### src/hdl/whp_pkg.sv
// shared constants, codes and types of the weighted pair histogram
package whp_pkg;

   // matrix and class dimensions
   localparam int SIDE_MAX    = 64;
   localparam int CLASS_COUNT = 16;
   localparam int CELL_W      = 48;

   // item field widths
   localparam int ACTION_W = 2;
   localparam int CLASS_W  = 4;
   localparam int WEIGHT_W = 32;
   localparam int CODE_W   = 26;
   localparam int CADDR_W  = 12;
   localparam int STATUS_W = 2;
   localparam int OUT_W    = 48;
   localparam int CFG_W    = 7;

   // derived sizes
   localparam int CELL_COUNT = SIDE_MAX * SIDE_MAX;
   localparam int ADDR_W     = $clog2(CELL_COUNT);
   localparam int SIDE_W     = $clog2(SIDE_MAX + 1);
   localparam int SQ_W       = $clog2(CELL_COUNT + 1);
   localparam int SIDE_CMP_W = (SIDE_W > CFG_W) ? SIDE_W : CFG_W;
   localparam int RD_CMP_W   = (SQ_W > CADDR_W) ? SQ_W : CADDR_W;

   // path code split: col = (code * RECIP) >> RECIP_SHIFT, exact for 26 bit codes
   localparam int CODE_SPLIT  = 1000000;
   localparam int RECIP_W     = 27;
   localparam logic [RECIP_W-1:0] RECIP = 27'd70368745;
   localparam int RECIP_SHIFT = 46;
   localparam int PROD_W      = CODE_W + RECIP_W;
   localparam int COL_W       = 7;
   localparam int ROW_W       = 20;
   localparam int COL_CMP_W   = (COL_W > SIDE_W) ? COL_W : SIDE_W;

   // actions of an input item
   typedef enum logic [ACTION_W-1:0] {
      ACT_SET_WEIGHT = 2'd0,
      ACT_ACCUM      = 2'd1,
      ACT_READ       = 2'd2,
      ACT_NONE       = 2'd3
   } action_type;

   // result status codes
   typedef enum logic [STATUS_W-1:0] {
      STATUS_OK    = 2'd0,
      STATUS_RANGE = 2'd1,
      STATUS_CLASS = 2'd2
   } status_type;

   // splitter result
   typedef struct packed {
      logic              valid;
      logic              ok;
      logic [ADDR_W-1:0] addr;
   } split_rsp_type;

   // cell store command
   typedef struct packed {
      logic                valid;
      logic                accum;
      logic [ADDR_W-1:0]   addr;
      logic [WEIGHT_W-1:0] addend;
   } store_cmd_type;

   // cell store result
   typedef struct packed {
      logic              valid;
      logic [CELL_W-1:0] value;
   } store_rsp_type;

endpackage

### src/hdl/whp_code_split.sv
// path code splitter: column, row, range check and cell address over three stages
module whp_code_split (
   input  logic                          clock,
   input  logic                          reset,
   input  logic                          start,
   input  logic [whp_pkg::CODE_W-1:0]    code,
   input  logic [whp_pkg::SIDE_W-1:0]    side,
   output whp_pkg::split_rsp_type        result
);
   import whp_pkg::*;

   logic                  s1_valid_ff;
   logic [PROD_W-1:0]     s1_prod_ff;
   logic [PROD_W-1:0]     s1_prod_in;
   logic [CODE_W-1:0]     s1_code_ff;
   logic                  s2_valid_ff;
   logic [COL_W-1:0]      s2_col_ff;
   logic [COL_W-1:0]      s2_col_in;
   logic [ROW_W-1:0]      s2_row_ff;
   logic [ROW_W-1:0]      s2_row_in;
   logic                  s3_valid_ff;
   logic                  s3_ok_ff;
   logic                  s3_ok_in;
   logic [ADDR_W-1:0]     s3_addr_ff;
   logic [ADDR_W-1:0]     s3_addr_in;
   logic [CODE_W-1:0]     col_scaled;
   logic [SIDE_W-1:0]     row_m1;
   logic [SIDE_W-1:0]     col_m1;
   logic [2*SIDE_W-1:0]   addr_full;

   // stage 1: multiply by the reciprocal of the split constant
   assign s1_prod_in = PROD_W'(code) * PROD_W'(RECIP);

   // stage 2: quotient is the column, remainder is the row
   assign s2_col_in  = s1_prod_ff[RECIP_SHIFT +: COL_W];
   assign col_scaled = CODE_W'(s2_col_in) * CODE_W'(CODE_SPLIT);
   assign s2_row_in  = ROW_W'(s1_code_ff - col_scaled);

   // stage 3: range check and row major address
   assign s3_ok_in = (s2_row_ff != '0) && (s2_row_ff <= ROW_W'(side))
                  && (s2_col_ff != '0) && (COL_CMP_W'(s2_col_ff) <= COL_CMP_W'(side));
   assign row_m1     = SIDE_W'(s2_row_ff - 1'b1);
   assign col_m1     = SIDE_W'(s2_col_ff - 1'b1);
   assign addr_full  = (2*SIDE_W)'(row_m1) * (2*SIDE_W)'(side) + (2*SIDE_W)'(col_m1);
   assign s3_addr_in = addr_full[ADDR_W-1:0];

   // stage valid bits
   always_ff @(posedge clock) begin
      if (reset) begin
         s1_valid_ff <= 1'b0;
         s2_valid_ff <= 1'b0;
         s3_valid_ff <= 1'b0;
      end else begin
         s1_valid_ff <= start;
         s2_valid_ff <= s1_valid_ff;
         s3_valid_ff <= s2_valid_ff;
      end
   end

   // stage payload
   always_ff @(posedge clock) begin
      s1_prod_ff <= s1_prod_in;
      s1_code_ff <= code;
      s2_col_ff  <= s2_col_in;
      s2_row_ff  <= s2_row_in;
      s3_ok_ff   <= s3_ok_in;
      s3_addr_ff <= s3_addr_in;
   end

   assign result.valid = s3_valid_ff;
   assign result.ok    = s3_ok_ff;
   assign result.addr  = s3_addr_ff;

endmodule

### config.mk
export PLATFORM = sky130hd
export DESIGN_NAME = whp_code_split
export DESIGN_NICKNAME = d
export VERILOG_FILES = /design/src/hdl/whp_pkg.sv /design/src/hdl/whp_code_split.sv
export SDC_FILE = /design/constraint.sdc
export NUM_CORES = 1
export LEC_CHECK = 0
export ABC_AREA = 1
export BUFFER_PORTS_ARGS = -buffer_cell sky130_fd_sc_hd__buf_2
export CAP_MARGIN = 20
export CORE_MARGIN = 1
export CORE_UTILIZATION = 30
export DETAILED_ROUTE_END_ITERATION = 6
export GPL_TIMING_DRIVEN = 0
export PLACE_DENSITY_LB_ADDON = 0.25
export SYNTH_ARGS = -nofsm -noshare
export SYNTH_HDL_FRONTEND = slang
export SYNTH_SLANG_ARGS = --single-unit
### constraint.sdc
create_clock -name clock -period 7.08 [get_ports clock]
set_input_delay 0.354 -clock clock [delete_from_list [all_inputs] [get_ports clock]]
set_output_delay 0.354 -clock clock [all_outputs]
set_load 0.03 [all_outputs]
==> summary.md, run 1 <==
| Metric | Value |
|---|---|
| Crit path required time | `approximately 7.3 ns` |
| Skew final | `0.00758 ns` |
| Total CTS buffers | `9` |
| Antenna diodes | `0` |
| Post-Syn Nets | `2,619` |
| Final hold vios | `0` |
| Cell accounting for the most synthesized area | `fa_1` |
| Total GRT Usage | `16.1%` |
| Pre-Repair DR Iteration Count | `5` |
| Layout area overhead | `9.06%` |
| CP Launch Type | `input port` |
| Placement Setup Slack | `0.705 ns` |
| Top sig layer | `met4` |
| Cell Area, Placed | `17,800 sq um` |
| Final setup violation count | `0` |
| Num rows | `86` |
| Post-DRT Antenna Nets | `0` |
| WL met1 | `19.0 mm` |
| RSZ-0062 raised after global routing | `false` |
| Yosys cell types | `37` |
| Clk sinks | `70` |
| Status | `finished, final reports clean` |
| DRT iter0 DRCs | `493` |
| Die extent in x | `238 um` |
| HPWL after DPL | `approximately 39 mm` |
| WL met2 | `22.1 mm` |
| Via count | `12,300` |
| Ys Warns | `0` |
| Root cell of the clock tree | `clkbuf_16` |
| Die area | `56,500 sq um` |
| Fin cells | `about 2,800` |
| Post-synthesis sequential area ratio | `8.41%` |
| GRT overflow | `0` |
| Yosys top cell area share | `roughly a third` |
| Commonest cells after routing, fill and taps aside | `inv_1, ha_1, nand2_1` |
| Initial antenna violation count | `1` |
| Max-Cap Viols | `0` |
| IO buf count | `49` |
| Ports | `50` |
| WP data arrival | `6.23 ns` |
| Core area | `55,000 sq um` |
| Detailed Route WL | `43.6 mm` |
| Top post-synthesis cells by area | `fa_1, ha_1, inv_1` |
| Crit path kind | `in2reg` |
| Worst Hold Class | `in2reg` |
| Most common cell after layout, fill and taps aside | `inv_1` |
| Starting Density | `30.3%` |
| CTS tree | `yes` |
| Period Utilization, post-route | `84.7%` |
| Proportion of layout cells with a drive suffix above 1 | `5.15%` |
| Synthesized instance count | `just under 2,000` |
| Clock Pin Slew Worst Setup and Hold Paths | `0.06 ns` |
| Setup tns final | `0 ns` |
| CTS hold repair buffers | `0` |
| Critical Path Fanout Max | `6` |
| Worst-Skew Late Latency | `0.34 ns` |
| Routability cong. | `approximately 0.87` |
| Die height | `238 um` |
| Clock Path Buffers | `2` |
| Final instance area | `between 15,000 and 20,000 sq um` |
| Fillcell total | `5,850` |
| Vias in the first global route | `13,300` |
| Register bit total from synthesis | `70` |
| Worst setup EP type | `register` |
| Total length of routed met3 wires | `1.22 mm` |
| Largest net degree at the start of global routing | `15` |
| Max Clk Rate | `0.167 GHz` |
| Drt via density | `4.42` |
| Syn avg cell area | `about 8.4 sq um` |
| Worst-margin pin slew | `0.557 ns` |
| Nets | `roughly 2,700` |
| # resized after CTS | `0` |
| Mapped Area | `around 17,000 sq um` |
| Hold Path Stages | `2` |
| Drc violations | `0` |
| Worst Slack Setup Final | `1.08 ns` |
| Postcts setup bufs | `0` |
| Mean routed wirelength per cell | `15.6 um` |
| Min cycle time layout | `6.00 ns` |
| Pins Over Slew Limit | `0` |
| Placed Instances | `2,771` |
| FF-to-FF path depth | `19` |
| First-pass GRT wire length | `approximately 70 mm` |
| Slew HR | `a little over three fifths` |
| H-tree depth | `3` |
## flip-flops by register name, indices dropped and copies added (netlist names)
| register | cells |
|---|---|
| s2_valid_ff | 1 |
| s3_addr_ff | 12 |
| s1_valid_ff | 1 |
| s3_valid_ff | 1 |
| s1_prod_ff | 7 |
| s3_ok_ff | 1 |
| s1_code_ff | 20 |
| s2_row_ff | 20 |
| s2_col_ff | 7 |
## Yosys cell counts
cell / number
nor3_2: 3
xor2_1: 25
nor2_1: 108
inv_1: 576
o21ai_0: 35
nand3b_1: 3
a21o_1: 5
o21bai_2: 1
and2_1: 3
ha_1: 340
o31a_1: 1
or2_2: 7
a21boi_0: 2
nand2_4: 1
nor3_1: 16
nor2_4: 3
o21ai_1: 4
nand3_1: 49
nand2_2: 4
nor4_1: 4
o211ai_1: 2
nand2_1: 288
dfxtp_1: 70
inv_2: 7
nor2_2: 6
o21a_1: 2
and2_4: 2
fa_1: 269
a21boi_1: 1
a31oi_1: 2
nand4_1: 23
nand3_2: 3
o31ai_2: 1
buf_4: 2
xnor2_1: 15
o21bai_1: 12
a21oi_1: 79
## worst max-delay path, cell delays in order
cell,delay (ns)
buf_2,0.27
inv_1,0.22
fa_1,0.58
inv_1,0.12
fa_1,0.51
inv_1,0.05
fa_1,0.57
inv_1,0.07
fa_1,0.52
fa_1,0.44
fa_1,0.55
inv_1,0.07
fa_1,0.56
inv_1,0.06
ha_1,0.33
nand2_1,0.08
inv_1,0.08
a21oi_1,0.22
o21ai_0,0.12
nand2_1,0.08
nand2_1,0.05
nand2_1,0.12
nand3_1,0.08
nand2_1,0.06
nand2_1,0.05
## layer usage
layer | GRT usage [%] | up-vias
met3 | 1.70 | 64
met2 | 29.6 | 184
li1 | - | 6109
met4 | 4.99 | 0
met1 | 19.6 | 5955
met5 | 0 | -
## worst paths after layout
kind                 startpoint             end  slack, ns
setup / recovery       code[10]  s1_prod_ff[50]       1.08
hold / removal            reset     s2_valid_ff       0.20
setup reg to reg   s2_row_ff[0]   s3_addr_ff[9]       2.19
hold reg to reg   s1_code_ff[2]    s2_row_ff[2]       0.32
## kinds of logic (layout without fill, tap and decap cells)
family / count (synthesis) / after routing / share of synthesized area [%]
DFF: 70 / 70 / 8.41
and+or+nand+nor: 523 / 523 / 13.5
buffers and inverters: 585 / 650 / 13.2
AOI/OAI and AO/OA: 147 / 147 / 4.90
adders and majority gates: 609 / 609 / 57.9
xor gates and xnor gates: 40 / 40 / 2.10
## final cells by class
type	count	area (sq um)	area share [%]
Clock buffer	9	225	1.24
Clock inverter	7	103	0.565
Buffer	2	15.0	0.0826
Timing Repair Buffer	49	245	1.35
Inverter	583	2190	12.0
Tap cell	748	936	5.15
Sequential cell	70	1400	7.71
Multi-Input combinational cell	1319	13100	71.9
## per-stage QoR
stage / util (%) / hold WS, ns
floorplan: - / 0.310
global placement: 32.4 / 0.311
detailed placement: 32.4 / 0.312
CTS: 33.0 / 0.189
global route: 33.0 / 0.210
finish: 33.0 / 0.203
Power of run 1 is left out: the tool's default activity adds up to more than one toggle a clock period on the data nets, which glitch-free logic cannot reach.
==> inputs of run 2 (changes only) <==
==> constraint.sdc (replaced) <==
create_clock -name clock -period 5.3 [get_ports clock]
set_input_delay 0.265 -clock clock [delete_from_list [all_inputs] [get_ports clock]]
set_output_delay 0.265 -clock clock [all_outputs]
set_load 0.03 [all_outputs]
==> run 2 against run 1 <==
  * The run now ends with setup timing left
  * Sequential cell count is the same
  * Clock skew is essentially flat
  * Final area grew 5.7%
  * Routed wire length grew 1.3%
  * Die area is the same
  * Via count grew 1.2%
==> summary.md, run 2 (synthesis gave the netlist of run 1 again) <==
| Metric | Value |
|---|---|
| Die height | `238 um (unchanged)` |
| Total GRT Usage | `16.2% (was 16.1%)` |
| DRT iter0 DRCs | `455 (was 493)` |
| Skew final | `0.00755 ns (was 0.00758 ns)` |
| Crit-path slowest cell | `fa_2 (was fa_1)` |
| Layout area overhead | `15.3% (was 9.06%)` |
| Vias in the first global route | `13,400 (was 13,300)` |
| Final hold vios | `0 (unchanged)` |
| Clock Pin Slew Worst Setup and Hold Paths | `0.06 ns (about the same)` |
| Critical path cell sequence | `buf_12 > fa_2 > buf_4 > fa_2 > fa_2 > fa_1 > fa_1 > fa_1 > inv_1 > fa_1 > inv_1 > ha_4 > nand4_1 > buf_4 > nor3_4 > nand3_2 > nor2_1 > nand2_1 > nand4_1 > nand2_1` |
| Slew HR | `63.8% (was 62.8%)` |
| Routability cong. | `0.871 (unchanged)` |
| CTS tree | `yes (unchanged)` |
| Pre-Repair DR Iteration Count | `5 (unchanged)` |
| Placement Setup Slack | `-0.986 ns (was 0.705 ns)` |
| Proportion of layout cells with a drive suffix above 1 | `13.1% (was 5.15%)` |
| Period Utilization, post-route | `100%` |
| Most common cell after layout, fill and taps aside | `inv_1 (unchanged)` |
| HPWL after DPL | `38.8 mm (unchanged)` |
| Worst Hold Class | `in2reg (unchanged)` |
| Initial antenna violation count | `1 (unchanged)` |
| Worst-Skew Late Latency | `0.34 ns (about the same)` |
| Ports | `50 (unchanged)` |
| Crit path required time | `5.53 ns (was 7.32 ns)` |
| Clock Path Buffers | `2 (unchanged)` |
| Top delay family on crit path | `adder cells (unchanged)` |
| Num rows | `86 (unchanged)` |
| Max Clk Rate | `0.189 GHz` |
| Most common cell on crit path | `fa_1` |
| Status | `complete, but fails checks (was finished, final reports clean)` |
| Commonest cells after routing, fill and taps aside | `inv_1, ha_1, nand2_1 (unchanged)` |
| Pins Over Slew Limit | `0 (unchanged)` |
| Die extent in x | `238 um (unchanged)` |
| WP data arrival | `5.53 ns (was 6.23 ns)` |
| Setup tns final | `-0.000748 ns (was 0 ns)` |
| Drc violations | `0 (unchanged)` |
| Worst Slack Setup Final | `-0.000748 ns (was 1.08 ns)` |
| Drt via density | `4.43 (was 4.42)` |
| Total CTS buffers | `9 (unchanged)` |
| Antenna diodes | `0 (unchanged)` |
| Worst path max stage delay | `0.60 ns (was 0.58 ns)` |
| Clk sinks | `70 (unchanged)` |
| Max-Cap Viols | `0 (unchanged)` |
| RSZ-0062 raised after global routing | `true (was false)` |
| Min cycle time layout | `5.30 ns` |
| Post-DRT Antenna Nets | `0 (unchanged)` |
| Failing checks | `setup timing` |
| Critical Path Fanout Max | `8 (was 6)` |
| Die area | `56,500 sq um (unchanged)` |
| Nets | `2,705 (was 2,679)` |
| Largest net degree at the start of global routing | `15 (unchanged)` |
| Worst-margin pin slew | `0.542 ns (was 0.557 ns)` |
| Crit path kind | `in2reg (unchanged)` |
| Final setup violation count | `1 (was 0)` |
| Mean routed wirelength per cell | `15.7 um (was 15.6 um)` |
| CP Buf/Inv Count | `5 (was 8)` |
| H-tree depth | `3 (unchanged)` |
| CP Launch Type | `input port (unchanged)` |
| Biggest regs | `s1_code_ff (20), s2_row_ff (20), s3_addr_ff (12) (unchanged)` |
| IO buf count | `49 (unchanged)` |
| Root cell of the clock tree | `clkbuf_16 (unchanged)` |
| First-pass GRT wire length | `70.4 mm (was 69.9 mm)` |
| Fillcell total | `5,761 (was 5,850)` |
| Worst setup EP type | `register (unchanged)` |
| GRT overflow | `0 (unchanged)` |
| Detailed Route WL | `44.1 mm (was 43.6 mm)` |
| Core area | `55,000 sq um (unchanged)` |
| Starting Density | `30.3% (unchanged)` |
| Via count | `12,500 (was 12,300)` |
run 2: cell types whose count changed in the layout (fill, tap and decap cells not counted), sizes merged:
cell,before,now
inv,586,585
clkbuf,9,14
buf,51,72
clkinvlp,1,2
run 2: per-stage QoR:
| step | instances | utilization [%] | area (sq um) | hold WS, ns |
|---|---|---|---|---|
| 6_report | 2813 | 34.9 | 19200 | 0.0914 |
| 5_1_grt | 2813 | 34.9 | 19200 | 0.0763 |
| 4_1_cts | 2798 | 33.9 | 18600 | 0.100 |
| 3_5_place_dp | 2771 | 32.4 | 17800 | 0.312 |
| 3_3_place_gp | 2771 | 32.4 | 17800 | 0.311 |
| 2_1_floorplan | 1974 | - | 16700 | 0.293 |
run 2: area by class of cell:
type,count,area [sq um],area share (%)
plain buffers,2,15.0,0.0782
clock buffers,9,225,1.17
clock inverters,7,103,0.534
inverters,583,2200,11.5
multi-input cells,1319,13600,71.0
flip-flops and latches,70,1400,7.29
well taps,748,936,4.87
repair buffers,75,689,3.59
run 2: per-layer routing:
metal / part of all wire [%] / up-vias / GRT usage [%] / wire length (um)
li1: - / 6164 / - / -
met1: 44 / 6030 / 19.8 / 19200
met2: 50 / 192 / 29.7 / 22200
met3: 2.8 / 72 / 1.50 / 1230
met4: 3.4 / 0 / 5.18 / 1510
met5: 0 / - / 0 / 0
run 2: worst paths after layout:
check             cells past startpoint             end  slack (ns)           from
hold / removal                        1  s1_code_ff[16]        0.09       code[16]
setup reg to reg                     19   s3_addr_ff[9]        0.44   s2_row_ff[0]
setup / recovery                     20  s1_prod_ff[47]     -0.0007       code[14]
hold reg to reg                       0    s2_row_ff[2]        0.32  s1_code_ff[2]
run 2: what timing repair did:
action                     4_1_cts  5_1_grt
hold buffers                     0        0
gates resized for setup        100      132
setup endpoints to repair        7        7
buffers inserted                11       15
pin swaps                       33       86
Power of run 2 is left out for the same reason.
==> inputs of run 3 (changes only) <==
==> constraint.sdc (replaced) <==
create_clock -name clock -period 5.3 [get_ports clock]
set_input_delay 0.795 -clock clock [delete_from_list [all_inputs] [get_ports clock]]
set_output_delay 0.795 -clock clock [all_outputs]
set_load 0.03 [all_outputs]
==> run 3 against run 2 <==
  * The run still ends with setup timing left
  * Cell count rose by 0.11%
  * Critical path depth rose by 2
  * Global-route usage barely moved
  * Sequential cell count did not move
  * First-iteration DRC count rose by 1.1%
  * Via count fell by 0.87%
  * Non-clock buffer count rose by 3
  * Die area did not move
  * Count of clock-buffer cells in the layout did not move
  * Critical path type unchanged
  * Highest routed layer unchanged
==> summary.md, run 3 (synthesis gave the netlist of run 1 again) <==
| Metric | Value |
|---|---|
| Die height | `238 um (unchanged)` |
| Clock Path Buffers | `2 (unchanged)` |
| GRT overflow | `0 (unchanged)` |
| Total CTS buffers | `9 (unchanged)` |
| DRT iter0 DRCs | `460 (was 455)` |
| Die extent in x | `238 um (unchanged)` |
| RSZ-0062 raised after global routing | `true (unchanged)` |
| Skew final | `0.00844 ns (was 0.00755 ns)` |
| Via count | `12,400 (was 12,500)` |
| Max-Cap Viols | `0 (unchanged)` |
| Crit path required time | `5.58 ns (was 5.53 ns)` |
| Core area | `55,000 sq um (unchanged)` |
| Crit path kind | `in2reg (unchanged)` |
| Mean routed wirelength per cell | `15.5 um (was 15.7 um)` |
| Biggest regs | `s1_code_ff (20), s2_row_ff (20), s3_addr_ff (12) (unchanged)` |
| Setup tns final | `-3.03 ns (was -0.000748 ns)` |
| Nets | `2,708 (was 2,705)` |
| Die area | `56,500 sq um (unchanged)` |
| Pins Over Slew Limit | `0 (unchanged)` |
| Starting Density | `30.3% (unchanged)` |
| Final hold vios | `0 (unchanged)` |
| Num rows | `86 (unchanged)` |
| Detailed Route WL | `43.8 mm (was 44.1 mm)` |
| Final setup violation count | `7 (was 1)` |
| Worst Hold Class | `reg2reg (was in2reg)` |
| Period Utilization, post-route | `109% (was 100%)` |
| H-tree depth | `3 (unchanged)` |
| Worst-margin pin slew | `0.624 ns (was 0.542 ns)` |
| Largest net degree at the start of global routing | `14 (was 15)` |
| Layout area overhead | `15.1% (was 15.3%)` |
| Antenna diodes | `0 (unchanged)` |
| Worst Slack Setup Final | `-0.484 ns (was -0.000748 ns)` |
| HPWL after DPL | `38.7 mm (was 38.8 mm)` |
| Placement Setup Slack | `-1.38 ns (was -0.986 ns)` |
| Clk sinks | `70 (unchanged)` |
| Ports | `50 (unchanged)` |
| WP data arrival | `6.06 ns (was 5.53 ns)` |
| Worst-Skew Late Latency | `0.34 ns (about the same)` |
| Failing checks | `setup timing (unchanged)` |
| CP Launch Type | `input port (unchanged)` |
| IO buf count | `49 (unchanged)` |
| Worst setup EP type | `register (unchanged)` |
| Most common cell after layout, fill and taps aside | `inv_1 (unchanged)` |
| First-pass GRT wire length | `71.2 mm (was 70.4 mm)` |
| Pre-Repair DR Iteration Count | `4 (was 5)` |
| Proportion of layout cells with a drive suffix above 1 | `13.6% (was 13.1%)` |
| Min cycle time layout | `5.78 ns (was 5.30 ns)` |
| Critical Path Fanout Max | `7 (was 8)` |
| Commonest cells after routing, fill and taps aside | `inv_1, ha_1, nand2_1 (unchanged)` |
| Post-DRT Antenna Nets | `0 (unchanged)` |
| Clock Pin Slew Worst Setup and Hold Paths | `0.06 ns (about the same)` |
| Status | `complete, but fails checks (unchanged)` |
| Initial antenna violation count | `1 (unchanged)` |
| CTS tree | `yes (unchanged)` |
| Drc violations | `0 (unchanged)` |
| Max Clk Rate | `0.173 GHz (was 0.189 GHz)` |
| Vias in the first global route | `13,500 (was 13,400)` |
| Layout Utilization | `34.9% (about the same)` |
| Slew HR | `58.2% (was 63.8%)` |
| Total GRT Usage | `16.2% (about the same)` |
| Drt via density | `4.39 (was 4.43)` |
| Routability cong. | `0.876 (was 0.871)` |
| Root cell of the clock tree | `clkbuf_16 (unchanged)` |
[run 3: cell count changes in the layout (fill, tap and decap cells not counted), sizes merged]
| cell | previous run | this run |
|---|---|---|
| inv | 585 | 584 |
| clkinv | 1 | 3 |
| clkbuf | 14 | 10 |
| buf | 72 | 79 |
| clkinvlp | 2 | 1 |
[run 3: layer usage]
metal	share of wire (%)	global-route usage [%]	up-vias
met5	0	0	-
met4	2.5	4.50	0
met3	3.2	2.03	48
met2	50	29.7	180
met1	44	19.8	5953
li1	-	-	6169
[run 3: path summary, 6_finish.rpt]
path                               startpoint        endpoint  slack [ns]  cells past startpoint
worst max-delay path                 code[18]  s1_prod_ff[49]       -0.48                     22
worst min-delay path            s1_code_ff[2]    s2_row_ff[2]        0.32                      0
worst max register to register   s2_row_ff[0]  s3_addr_ff[11]        0.34                     19
worst min register to register  s1_code_ff[2]    s2_row_ff[2]        0.32                      0
[run 3: worst max-delay path, stage by stage]
cell	delay (ns)
buf_8	0.14
fa_2	0.61
inv_4	0.05
fa_2	0.52
inv_1	0.05
fa_1	0.46
fa_1	0.55
fa_1	0.45
fa_1	0.51
inv_1	0.06
fa_1	0.49
inv_2	0.05
ha_4	0.27
nand4_1	0.22
buf_4	0.23
nor3_4	0.13
nand2_1	0.08
nor2_1	0.08
nand2_1	0.10
nand3_1	0.09
nand2_1	0.05
nand2_1	0.07
[run 3: layout make-up]
| cell class | count | area, sq um |
|---|---|---|
| plain buffers | 2 | 15.0 |
| clock inverters | 7 | 96.3 |
| repair buffers | 78 | 686 |
| clock buffers | 9 | 225 |
| multi-input cells | 1319 | 13600 |
| inverters | 583 | 2200 |
| well taps | 748 | 936 |
| flip-flops and latches | 70 | 1400 |
| fillers | 5807 | 35800 |
[run 3: through the flow]
| stage | cells | instance area, sq um | hold slack (ns) |
|---|---|---|---|
| floorplan | 1974 | 16800 | 0.310 |
| global placement | 2771 | 18000 | 0.311 |
| detailed placement | 2771 | 18000 | 0.312 |
| CTS | 2803 | 18900 | 0.326 |
| global route | 2816 | 19200 | 0.333 |
| finish | 2816 | 19200 | 0.324 |
[run 3: what timing repair did]
item,CTS,global route
hold buffers,0,0
gates resized for setup,114,74
buffers inserted,16,13
setup endpoints to repair,7,7
pin swaps,44,67
Power of run 3 is left out for the same reason.
